File: src/rtl/sdf_pkg.sv
`timescale 1ns / 1ps

package sdf_pkg;

  localparam int MAG_W      = 32;
  localparam int DIGITS     = 10;
  localparam int STEP_BITS  = 2;
  localparam int CONV_STEPS = MAG_W / STEP_BITS;
  localparam int CNT_W      = $clog2(CONV_STEPS);
  localparam int ND_W       = $clog2(DIGITS + 1);
  localparam int DIDX_W     = $clog2(DIGITS);
  localparam int LEN_W      = 6;

  localparam logic [LEN_W-1:0] MAX_WIDTH = 6'd32;
  localparam logic [LEN_W-1:0] LEN_CAP   = 6'd63;

  localparam logic [7:0] CH_SPACE = 8'h20;
  localparam logic [7:0] CH_MINUS = 8'h2D;
  localparam logic [7:0] CH_ZERO  = 8'h30;
  localparam logic [7:0] CH_NONE  = 8'h00;

  typedef enum logic [1:0] {
    ST_IDLE,
    ST_CONV,
    ST_SIZE,
    ST_EMIT
  } state_e;

  typedef struct packed {
    logic clear;
    logic shift;
  } cell_ctrl_t;

endpackage

File: src/rtl/sdf_cell.sv
`timescale 1ns / 1ps

// one bcd digit of the double-dabble chain, two input bits per cycle while shifting
module sdf_cell import sdf_pkg::*; (
  input  logic                 clk_i,
  input  logic                 rst_ni,
  input  cell_ctrl_t           ctrl_i,
  input  logic [STEP_BITS-1:0] carry_i,
  output logic [STEP_BITS-1:0] carry_o,
  output logic [3:0]           digit_o
);

  logic [3:0] digit_q, digit_d;
  logic [3:0] adj1, mid, adj2;

  always_comb begin
    // add 3 to digits of 5 or more, then shift in the next bit; both steps run twice
    adj1 = (digit_q >= 4'd5) ? digit_q + 4'd3 : digit_q;
    mid  = {adj1[2:0], carry_i[1]};
    adj2 = (mid >= 4'd5) ? mid + 4'd3 : mid;
    carry_o = {adj1[3], adj2[3]};
    digit_d = digit_q;
    if (ctrl_i.clear) begin
      digit_d = 4'd0;
    end else if (ctrl_i.shift) begin
      digit_d = {adj2[2:0], carry_i[0]};
    end
  end

  always_ff @(posedge clk_i or negedge rst_ni) begin
    if (!rst_ni) begin
      digit_q <= 4'd0;
    end else begin
      digit_q <= digit_d;
    end
  end

  assign digit_o = digit_q;

endmodule

File: src/rtl/signed_decimal_formatter_unit.sv
`timescale 1ns / 1ps

// channel  | signals                                       | direction
// request  | in_valid_i in_ready_o value_i min_width_i     | in
//          | pad_char_i capacity_i                         |
// result   | out_valid_o out_ready_i ch_o total_len_o      | out
//          | written_o last_o                              |
//
// a request is taken only when the block is idle, then the ten-cell bcd chain
// shifts in the magnitude two bits per cycle, a size state sizes the field,
// and results leave one per cycle while the receiver is ready.
// reset is asynchronous, active low, and clears all control state.
// a stalled result holds in the output register; the next request is taken
// while the final result of the previous one still waits.
module signed_decimal_formatter_unit import sdf_pkg::*; (
  input  logic        clk_i,
  input  logic        rst_ni,
  input  logic        in_valid_i,
  output logic        in_ready_o,
  input  logic [31:0] value_i,
  input  logic [5:0]  min_width_i,
  input  logic [7:0]  pad_char_i,
  input  logic [7:0]  capacity_i,
  output logic        out_valid_o,
  input  logic        out_ready_i,
  output logic [7:0]  ch_o,
  output logic [5:0]  total_len_o,
  output logic        written_o,
  output logic        last_o
);

  state_e state_q, state_d;
  logic [CNT_W-1:0] cnt_q, cnt_d;
  logic [LEN_W-1:0] pos_q, pos_d;
  logic             out_valid_q, out_valid_d;

  logic [MAG_W-1:0] mag_q, mag_d;
  logic             neg_q;
  logic [5:0]       width_q;
  logic [7:0]       pad_q;
  logic [7:0]       cap_q;
  logic [LEN_W-1:0] len_q, len_d;
  logic [ND_W-1:0]  nd_q, nd_d;
  logic             size_only_q, size_only_d;

  logic [7:0]       ch_q, ch_d;
  logic [LEN_W-1:0] tlen_q;
  logic             written_q, written_d;
  logic             last_q, last_d;

  logic             accept;
  logic             out_load;
  cell_ctrl_t       cell_ctrl;
  logic [STEP_BITS-1:0] chain [DIGITS];
  logic [3:0]       digit [DIGITS];

  logic [5:0]       width_sat;
  logic [6:0]       len_dig, len_min, len_max;
  logic [LEN_W-1:0] dstart;
  logic [LEN_W-1:0] didx_full;
  logic [DIDX_W-1:0] didx;

  assign in_ready_o = (state_q == ST_IDLE);
  assign accept     = in_valid_i && in_ready_o;
  assign out_load   = !out_valid_q || out_ready_i;

  assign cell_ctrl.clear = accept;
  assign cell_ctrl.shift = (state_q == ST_CONV);
  assign chain[0]        = mag_q[MAG_W-1 -: STEP_BITS];

  for (genvar g = 0; g < DIGITS; g++) begin : g_cell
    if (g < DIGITS - 1) begin : g_mid
      sdf_cell u_cell (
        .clk_i   (clk_i),
        .rst_ni  (rst_ni),
        .ctrl_i  (cell_ctrl),
        .carry_i (chain[g]),
        .carry_o (chain[g+1]),
        .digit_o (digit[g])
      );
    end else begin : g_top
      // the top digit never overflows for a 32-bit magnitude
      sdf_cell u_cell (
        .clk_i   (clk_i),
        .rst_ni  (rst_ni),
        .ctrl_i  (cell_ctrl),
        .carry_i (chain[g]),
        .carry_o (),
        .digit_o (digit[g])
      );
    end
  end

  // digit count and field length
  always_comb begin
    nd_d = ND_W'(1);
    for (int i = 0; i < DIGITS; i++) begin
      if (digit[i] != 4'd0) begin
        nd_d = ND_W'(i + 1);
      end
    end
    width_sat = (width_q > MAX_WIDTH) ? MAX_WIDTH : width_q;
    len_dig   = 7'(nd_d) + {6'd0, neg_q};
    len_min   = (width_sat != 6'd0) ? ({1'b0, width_sat} + {6'd0, neg_q}) : 7'd0;
    len_max   = (len_min > len_dig) ? len_min : len_dig;
    len_d     = (len_max > {1'b0, LEN_CAP}) ? LEN_CAP : len_max[LEN_W-1:0];
    size_only_d = ({1'b0, cap_q} < ({3'd0, len_d} + 9'd1));
  end

  // character at the current position
  always_comb begin
    dstart    = len_q - LEN_W'(nd_q);
    didx_full = len_q - LEN_W'(1) - pos_q;
    didx      = didx_full[DIDX_W-1:0];
    written_d = 1'b1;
    last_d    = (pos_q + LEN_W'(1) == len_q);
    if (size_only_q) begin
      ch_d      = CH_NONE;
      written_d = 1'b0;
      last_d    = 1'b1;
    end else if (neg_q && (pos_q == '0)) begin
      ch_d = CH_MINUS;
    end else if (pos_q < dstart) begin
      ch_d = pad_q;
    end else begin
      ch_d = CH_ZERO + {4'd0, digit[didx]};
    end
  end

  always_comb begin
    state_d     = state_q;
    cnt_d       = cnt_q;
    pos_d       = pos_q;
    out_valid_d = out_valid_q && !out_ready_i;
    mag_d       = mag_q;
    if (accept) begin
      mag_d = value_i[31] ? (32'd0 - value_i) : value_i;
    end else if (state_q == ST_CONV) begin
      mag_d = mag_q << STEP_BITS;
    end
    case (state_q)
      ST_IDLE: begin
        if (accept) begin
          state_d = ST_CONV;
          cnt_d   = '0;
        end
      end
      ST_CONV: begin
        cnt_d = cnt_q + CNT_W'(1);
        if (cnt_q == CNT_W'(CONV_STEPS - 1)) begin
          state_d = ST_SIZE;
        end
      end
      ST_SIZE: begin
        state_d = ST_EMIT;
        pos_d   = '0;
      end
      ST_EMIT: begin
        if (out_load) begin
          out_valid_d = 1'b1;
          pos_d       = pos_q + LEN_W'(1);
          if (last_d) begin
            state_d = ST_IDLE;
          end
        end
      end
      default: begin
        state_d = ST_IDLE;
      end
    endcase
  end

  always_ff @(posedge clk_i or negedge rst_ni) begin
    if (!rst_ni) begin
      state_q     <= ST_IDLE;
      cnt_q       <= '0;
      pos_q       <= '0;
      out_valid_q <= 1'b0;
    end else begin
      state_q     <= state_d;
      cnt_q       <= cnt_d;
      pos_q       <= pos_d;
      out_valid_q <= out_valid_d;
    end
  end

  always_ff @(posedge clk_i) begin
    mag_q <= mag_d;
    if (accept) begin
      neg_q   <= value_i[31];
      width_q <= min_width_i;
      pad_q   <= (pad_char_i == 8'd0) ? CH_SPACE : pad_char_i;
      cap_q   <= capacity_i;
    end
    if (state_q == ST_SIZE) begin
      len_q       <= len_d;
      nd_q        <= nd_d;
      size_only_q <= size_only_d;
    end
    if ((state_q == ST_EMIT) && out_load) begin
      ch_q      <= ch_d;
      tlen_q    <= len_q;
      written_q <= written_d;
      last_q    <= last_d;
    end
  end

  assign out_valid_o = out_valid_q;
  assign ch_o        = ch_q;
  assign total_len_o = tlen_q;
  assign written_o   = written_q;
  assign last_o      = last_q;

endmodule

File: config.mk
export PLATFORM = sky130hd
export DESIGN_NAME = signed_decimal_formatter_unit
export DESIGN_NICKNAME = d
export VERILOG_FILES = /design/src/rtl/sdf_pkg.sv /design/src/rtl/sdf_cell.sv /design/src/rtl/signed_decimal_formatter_unit.sv
export SDC_FILE = /design/constraint.sdc
export NUM_CORES = 1
export LEC_CHECK = 0
export ABC_AREA = 0
export BUFFER_PORTS_ARGS = -buffer_cell sky130_fd_sc_hd__buf_2
export CAP_MARGIN = 40
export CORE_MARGIN = 2
export CORE_UTILIZATION = 45
export CTS_BUF_LIST = sky130_fd_sc_hd__clkbuf_4 sky130_fd_sc_hd__clkbuf_8 sky130_fd_sc_hd__clkbuf_16
export DETAILED_ROUTE_END_ITERATION = 10
export PLACE_DENSITY = 0.71
export SYNTH_ARGS = -nofsm -noshare
export SYNTH_HDL_FRONTEND = slang
export SYNTH_SLANG_ARGS = --single-unit
export TNS_END_PERCENT = 50
File: constraint.sdc
create_clock -name clk_i -period 9.7 [get_ports clk_i]
set_clock_uncertainty 0.15 [all_clocks]
set_input_delay 2.91 -clock clk_i [delete_from_list [all_inputs] [get_ports clk_i]]
set_output_delay 2.91 -clock clk_i [all_outputs]
set_load 0.1 [all_outputs]
After elaboration in Yosys (flattened, before gate mapping)
Cells that the tools add are included.
{"block": "totals", "register_bits": 135, "in_bits": 58, "elab_cells": 194}
{"block": "op_classes", "add_sub_neg": 30, "n_lt_le_gt_ge": 26, "eq_ne": 9, "mux": 74, "bitwise": 1, "n_reduce_logical": 27}
{"op": "$mux 4", "count": 47}
{"op": "$mux 32", "count": 3}
{"op": "$ge 4x3->1 const B", "count": 20}
{"op": "$add 4x2->4 const B", "count": 18}
{"op": "$reduce_bool 4->1", "count": 9}
{"op": "$sub 1x32->32 const A", "count": 1}
{"op": "$mux 6", "count": 4}
{"op": "$bmux 4 s4", "count": 1}
{"op": "$mux 7", "count": 2}
{"op": "$mux 2", "count": 6}
{"op": "$pmux 6 s2", "count": 1}
{"op": "$mux 3", "count": 3}
{"op": "$logic_not 8->1", "count": 1}
{"op": "$lt 8x7->1", "count": 1}
{"op": "$mux 8", "count": 1}
{"op": "$pmux 2 s4", "count": 1}
{"op": "$pmux 4 s2", "count": 1}
{"op": "$add 6x1->7", "count": 1}
{"op": "$add 6x1->7 const B", "count": 1}
{"op": "$add 6x4->7 const A", "count": 1}
{"op": "$gt 7x5->1", "count": 1}
{"op": "$gt 7x6->1 const B", "count": 1}
{"op": "$add 3x2->3 const B", "count": 2}
{"op": "$add 6x1->6 const B", "count": 1}
{"op": "26 further kinds", "count": 39}

Depth between registers and ports, before layout
{"block": "logic_depth", "ltp_word": 17, "mapped_depth": 26, "mapped_depth_nobuf": 26}

Modules after synthesis
From an unflattened synthesis, not the netlist that was laid out.
{"block": "hier_totals", "cells_unflattened": 998, "area_unflattened_um2": 9974.6}
{"mod": "signed_decimal_formatter_unit", "n_inst": 1, "cells_each": 538, "area_per_inst_um2": 5933.2, "seq_area_each_um2": 2787.7}
{"mod": "sdf_cell", "n_inst": 10, "cells_each": 46, "area_per_inst_um2": 404.1, "seq_area_each_um2": 100.1}

Worst setup path after synthesis
Ideal clock, no wire load.
{"block": "synth_path", "path_type": "input to register", "start": "input value_i[14]", "end": "register mag_q[28], data pin", "setup_time_ns": 0.262, "arrival_time_ns": 4.876, "t_required_ns": 9.288, "slack_ns": 4.411, "cell_stages": 7, "n_path_buf": 1, "cell_sequence": "or4_1 > or2_1 > or4_4 > buf_6 > or3_4 > mux2i_1 > nand3_1"}
{"block": "synth_between", "elab_chain_len": 3}
{"element": "start, declared", "line_no": "signed_decimal_formatter_unit.sv:20", "text": "input logic [31:0] value_i,"}
{"element": "$sub 1x32->32", "line_no": "signed_decimal_formatter_unit.sv:137", "text": "mag_d = value_i[31] ? (32'd0 - value_i) : value_i;"}
{"element": "$mux 32", "line_no": "signed_decimal_formatter_unit.sv:137"}
{"element": "$mux 32", "line_no": "signed_decimal_formatter_unit.sv:136", "text": "if (accept) begin"}
{"element": "via mag_d[28]", "line_no": "signed_decimal_formatter_unit.sv:37", "text": "logic [MAG_W-1:0] mag_q, mag_d;"}
{"element": "end signal, assigned", "line_no": "signed_decimal_formatter_unit.sv:188", "text": "mag_q <= mag_d;"}
{"element": "end, declared", "line_no": "signed_decimal_formatter_unit.sv:37"}
The timed path passes the listed nets, and every way through them passes these cells.
A chain may end at the register's enable or synchronous reset.

Worst setup path after layout
{"block": "layout_path", "start": "register g_cell[1].g_mid.u_cell.digit_q[0]", "end": "register size_only_q, data pin"}
{"block": "layout_between", "elab_chain_len": 17}
{"element": "start, declared", "line_no": "sdf_cell.sv:13", "text": "logic [3:0] digit_q, digit_d;"}
{"element": "start signal, assigned", "line_no": "sdf_cell.sv:34", "text": "digit_q <= digit_d;"}
{"element": "$reduce_bool 4->1 (*)", "line_no": "signed_decimal_formatter_unit.sv:98", "text": "if (digit[i] != 4'd0) begin"}
{"element": "$mux 2 (*) (2 in series)", "line_no": "signed_decimal_formatter_unit.sv:98"}
{"element": "$mux 3 (*)", "line_no": "signed_decimal_formatter_unit.sv:98"}
{"element": "$mux 4 (*) (6 in series)", "line_no": "signed_decimal_formatter_unit.sv:98"}
{"element": "via nd_d[0]", "line_no": "signed_decimal_formatter_unit.sv:43", "text": "logic [ND_W-1:0] nd_q, nd_d;"}
{"element": "$add 4x1->5 (*)", "line_no": "signed_decimal_formatter_unit.sv:103", "text": "len_dig = 7'(nd_d) + {6'd0, neg_q};"}
{"element": "$gt 7x5->1", "line_no": "signed_decimal_formatter_unit.sv:105", "text": "len_max = (len_min > len_dig) ? len_min : len_dig;"}
{"element": "$mux 7 (*)", "line_no": "signed_decimal_formatter_unit.sv:105"}
{"element": "$gt 7x6->1", "line_no": "signed_decimal_formatter_unit.sv:106", "text": "len_d = (len_max > {1'b0, LEN_CAP}) ? LEN_CAP : len_max[LEN_W-1:0];"}
{"element": "$mux 6 (*)", "line_no": "signed_decimal_formatter_unit.sv:106"}
{"element": "via len_d[0]", "line_no": "signed_decimal_formatter_unit.sv:42", "text": "logic [LEN_W-1:0] len_q, len_d;"}
{"element": "$add 6x1->7 (*)", "line_no": "signed_decimal_formatter_unit.sv:107", "text": "size_only_d = ({1'b0, cap_q} < ({3'd0, len_d} + 9'd1));"}
{"element": "$lt 8x7->1 (*)", "line_no": "signed_decimal_formatter_unit.sv:107"}
{"element": "via size_only_d", "line_no": "signed_decimal_formatter_unit.sv:44", "text": "logic size_only_q, size_only_d;"}
{"element": "end signal, assigned", "line_no": "signed_decimal_formatter_unit.sv:198", "text": "size_only_q <= size_only_d;"}
{"element": "end, declared", "line_no": "signed_decimal_formatter_unit.sv:44"}
The timed path passes the listed nets; every way through them passes the cells marked *.

==> flow_metrics.tcl <==
set metrics [dict create \
    status "finished, final reports clean" \
    crit_fanout 9 \
    cts_resized 0 \
    ctsHoldBuffers 0 \
    first_pass_iters 5 \
    grt_first_pass_wirelength_um 35620 \
    num_vias 7566 \
    synth_edf_count 82 \
    relSlewSlack 0.3809 \
    cpPeakStageDelay_ps 510 \
    drive_gt1_frac 0.1377 \
    antenna_found_initial 0 \
    final_cell_area_um2 10810 \
    min_from "mag_q[0]" \
    die_x_um 149.4 \
    synth_top_family_by_area "compound AO/OA/AOI/OAI gates" \
    muxShareOfSynthArea 0.07323 \
    synthAdderAreaFrac 0.1041 \
    syn_to_final_growth_pct 13.57 \
    synth-main-ff-cell "edfxtp_1" \
    path_cells "inv_1, ha_1, nor3b_1, o21ai_0, a21oi_1, o21ai_0, a21boi_0, ha_1, ha_1, xor2_1, ha_1, o21ai_0, a21oi_1, nor2_1, mux2i_1, ha_1, nand3_1, xnor2_1, mux2i_1, ha_1, a21o_1, a211oi_1, o21ai_0, o41ai_1" \
    power_leakage_uw 0.004592 \
    seq_area_frac_synth 0.3981 \
    path_class "reg2reg" \
    synth-seq-cells 135 \
    clockBufferDepth 2 \
    hp-class "reg2reg" \
    nets 1176 \
    ir_worst_vdd_mv 0.1653 \
    setup_violations 0 \
    grt_max_degree 83 \
    place_hpwl_um 14910 \
    startpoint "g_cell[1].g_mid.u_cell.digit_o[0]" \
    dpl_cell_area_um2 10150 \
    portBuffers 75 \
    cp.required_ps 9730 \
    cts_root_buf "clkbuf_16" \
    layout_common_cells "nand2_1, edfxtp_1, ha_1, buf_2, o21ai_0" \
    drt-wirelength-per-cell_um 15.99 \
    gp_congestion 0.8295 \
    rsz0062_at_grt "no" \
    critPathLaunchType "register" \
    final_hold_viol_count 0 \
    vias_per_cell 5.697 \
    rows 53 \
    critPathMostFrequentCell "ha_1" \
    initial_core_util 0.4556 \
    yosysWarnings 0 \
    fmax_ghz 0.1623 \
    rr_startpoint "g_cell[1].g_mid.u_cell.digit_o[0]" \
    drv_slew 0 \
    ant_nets 0 \
    core_area_um2 20890 \
    htree_levels 4 \
    cts.reportedPaths.clkPinSlew_ps 60 \
    cts_sinks 135 \
    worst_pin_slew_ps 928.7 \
    drt-total-wl_um 21240 \
    dieArea_um2 22330 \
    cap_violations 0 \
    syn_area_um2 9517 \
    critPathCaptureType "register" \
    clk_latency_ps 420 \
    fin_util 0.5174 \
    reg2regPathDepth 24 \
    p_per_area_nw_per_um2 388.3 \
    overflow 0 \
    hold_depth 2 \
    syn_inst 982 \
    drc 0 \
    slowest_stage "nor2_1" \
    layout_min_cycle_time_ps 6162 \
    io_pins 76 \
    setup_tns_ps 0 \
    drtIter0Drc 458 \
    synth.distinct_cells 60 \
    cts_tree "done" \
    fin_crit_sh 0.6353 \
    cts_buffers 17 \
    grt_pass1_vias 7247 \
    synth_xor_area_frac 0.06166 \
    fp.dieH_um 149.4 \
    postCtsSetupBuffers 0 \
    final.fill_count 1866 \
    track_usage 0.1981 \
    synth_compound_area_frac 0.1704 \
    synthSimpleGateAreaFrac 0.1526 \
    antenna_cells 0 \
    worstPathArrival_ps 6190 \
    synth.avg_cell_area_um2 9.691 \
    layout_commonest_cell "nand2_1" \
    async_reset_ff_frac 0.3926 \
]
metrics by stage:
| stage | total power (µW) | instances | worst slack, ps | hold slack [ps] |
|---|---|---|---|---|
| finish | 4197 | 1328 | 3538 | 371.4 |
| global route | 4539 | 1328 | 2988 | 391.9 |
| CTS | 4202 | 1328 | 3644 | 373.1 |
| detailed placement | 3458 | 1296 | 3659 | 357.2 |
| global placement | 3373 | 1294 | 4041 | 338.8 |
| floorplan | 2938 | 983 | 4411 | 304.3 |
report_power, final:
part	internal (µW)	leakage, µW	switching (µW)
Combinational	927	0.00283	1440
Clock	469	0.000315	253
Sequential	910	0.00145	198
Total	2310	0.00459	1890
worst max-delay path, delay by kind of cell, from the launching register on:
kind | cells | cell delay [ps]
AO/OA/AOI/OAI | 10 | 1870
adder cells (fa/ha/maj) | 6 | 1510
AND/OR/NAND/NOR | 3 | 900
XOR/XNOR | 2 | 510
multiplexers | 2 | 460
flip-flops | 1 | 420
buffers and inverters | 1 | 110
area by class of cell:
cell class                      instances  area (µm²)  share of cell area
Clock buffer                           20       454.2             0.04202
Inverter                               55       206.4             0.01910
Tap cell                              275       344.1             0.03184
Sequential cell                       135        3789              0.3505
Multi-Input combinational cell        750        5361              0.4961
Clock inverter                         12       200.2             0.01852
Timing Repair Buffer                   81       452.9             0.04191
kinds of logic after synthesis:
group / count (synthesis)
simple gates: 290
compound gates: 255
flops: 135
buf+inv: 98
fa+ha+maj: 78
xor+xnor: 67
mux: 58
other cells: 1
synthesized netlist by cell type (10+ instances only):
| cell type | n | area share |
|---|---|---|
| o21ai_0 | 71 | 0.037 |
| xnor2_1 | 35 | 0.032 |
| clkbuf_1 | 36 | 0.014 |
| mux2i_1 | 37 | 0.039 |
| nor2_1 | 60 | 0.024 |
| a211oi_1 | 14 | 0.011 |
| nand2_1 | 91 | 0.036 |
| ha_1 | 76 | 0.10 |
| nor3b_1 | 21 | 0.017 |
| a21oi_1 | 62 | 0.033 |
| mux2_2 | 13 | 0.015 |
| a22oi_1 | 11 | 0.0087 |
| dfrtp_1 | 53 | 0.14 |
| nand3_1 | 21 | 0.011 |
| inv_1 | 55 | 0.022 |
| a31oi_1 | 14 | 0.0092 |
| nand2b_1 | 23 | 0.015 |
| xor2_1 | 32 | 0.029 |
| nor3_1 | 11 | 0.0058 |
| edfxtp_1 | 82 | 0.26 |
| o41ai_1 | 13 | 0.012 |
| and3_1 | 19 | 0.012 |
| a21o_1 | 10 | 0.0079 |
| o31ai_1 | 16 | 0.013 |
registers in the layout (all words and copies together), names as in the netlist, 2 cells and up:
register,flops
pad_q,8
g_cell.g_top.u_cell.digit_o,4
pos_q,6
total_len_o,6
mag_q,32
ch_o,8
state_q,2
cap_q,8
len_q,6
nd_q,4
width_q,6
cnt_q,4
g_cell.g_mid.u_cell.digit_o,36
path summary, 6_finish.rpt:
path	end	slack (ps)
worst max-delay path	size_only_q	3540
worst min-delay path	mag_q[2]	370
worst max register to register	size_only_q	3540
worst min register to register	mag_q[2]	370
max in group asynchronous	g_cell[2].g_mid.u_cell.digit_o[3]	6420
min in group asynchronous	cnt_q[2]	2480
routing by layer:
layer | up-vias | routed length [µm] | track usage
met5 | - | 0 | 0
met2 | 178 | 10010 | 0.3200
li1 | 3728 | - | -
met1 | 3637 | 9863 | 0.2706
met3 | 23 | 1086 | 0.04329
met4 | 0 | 280 | 0.05143
Power figures use the tool's default switching activity.
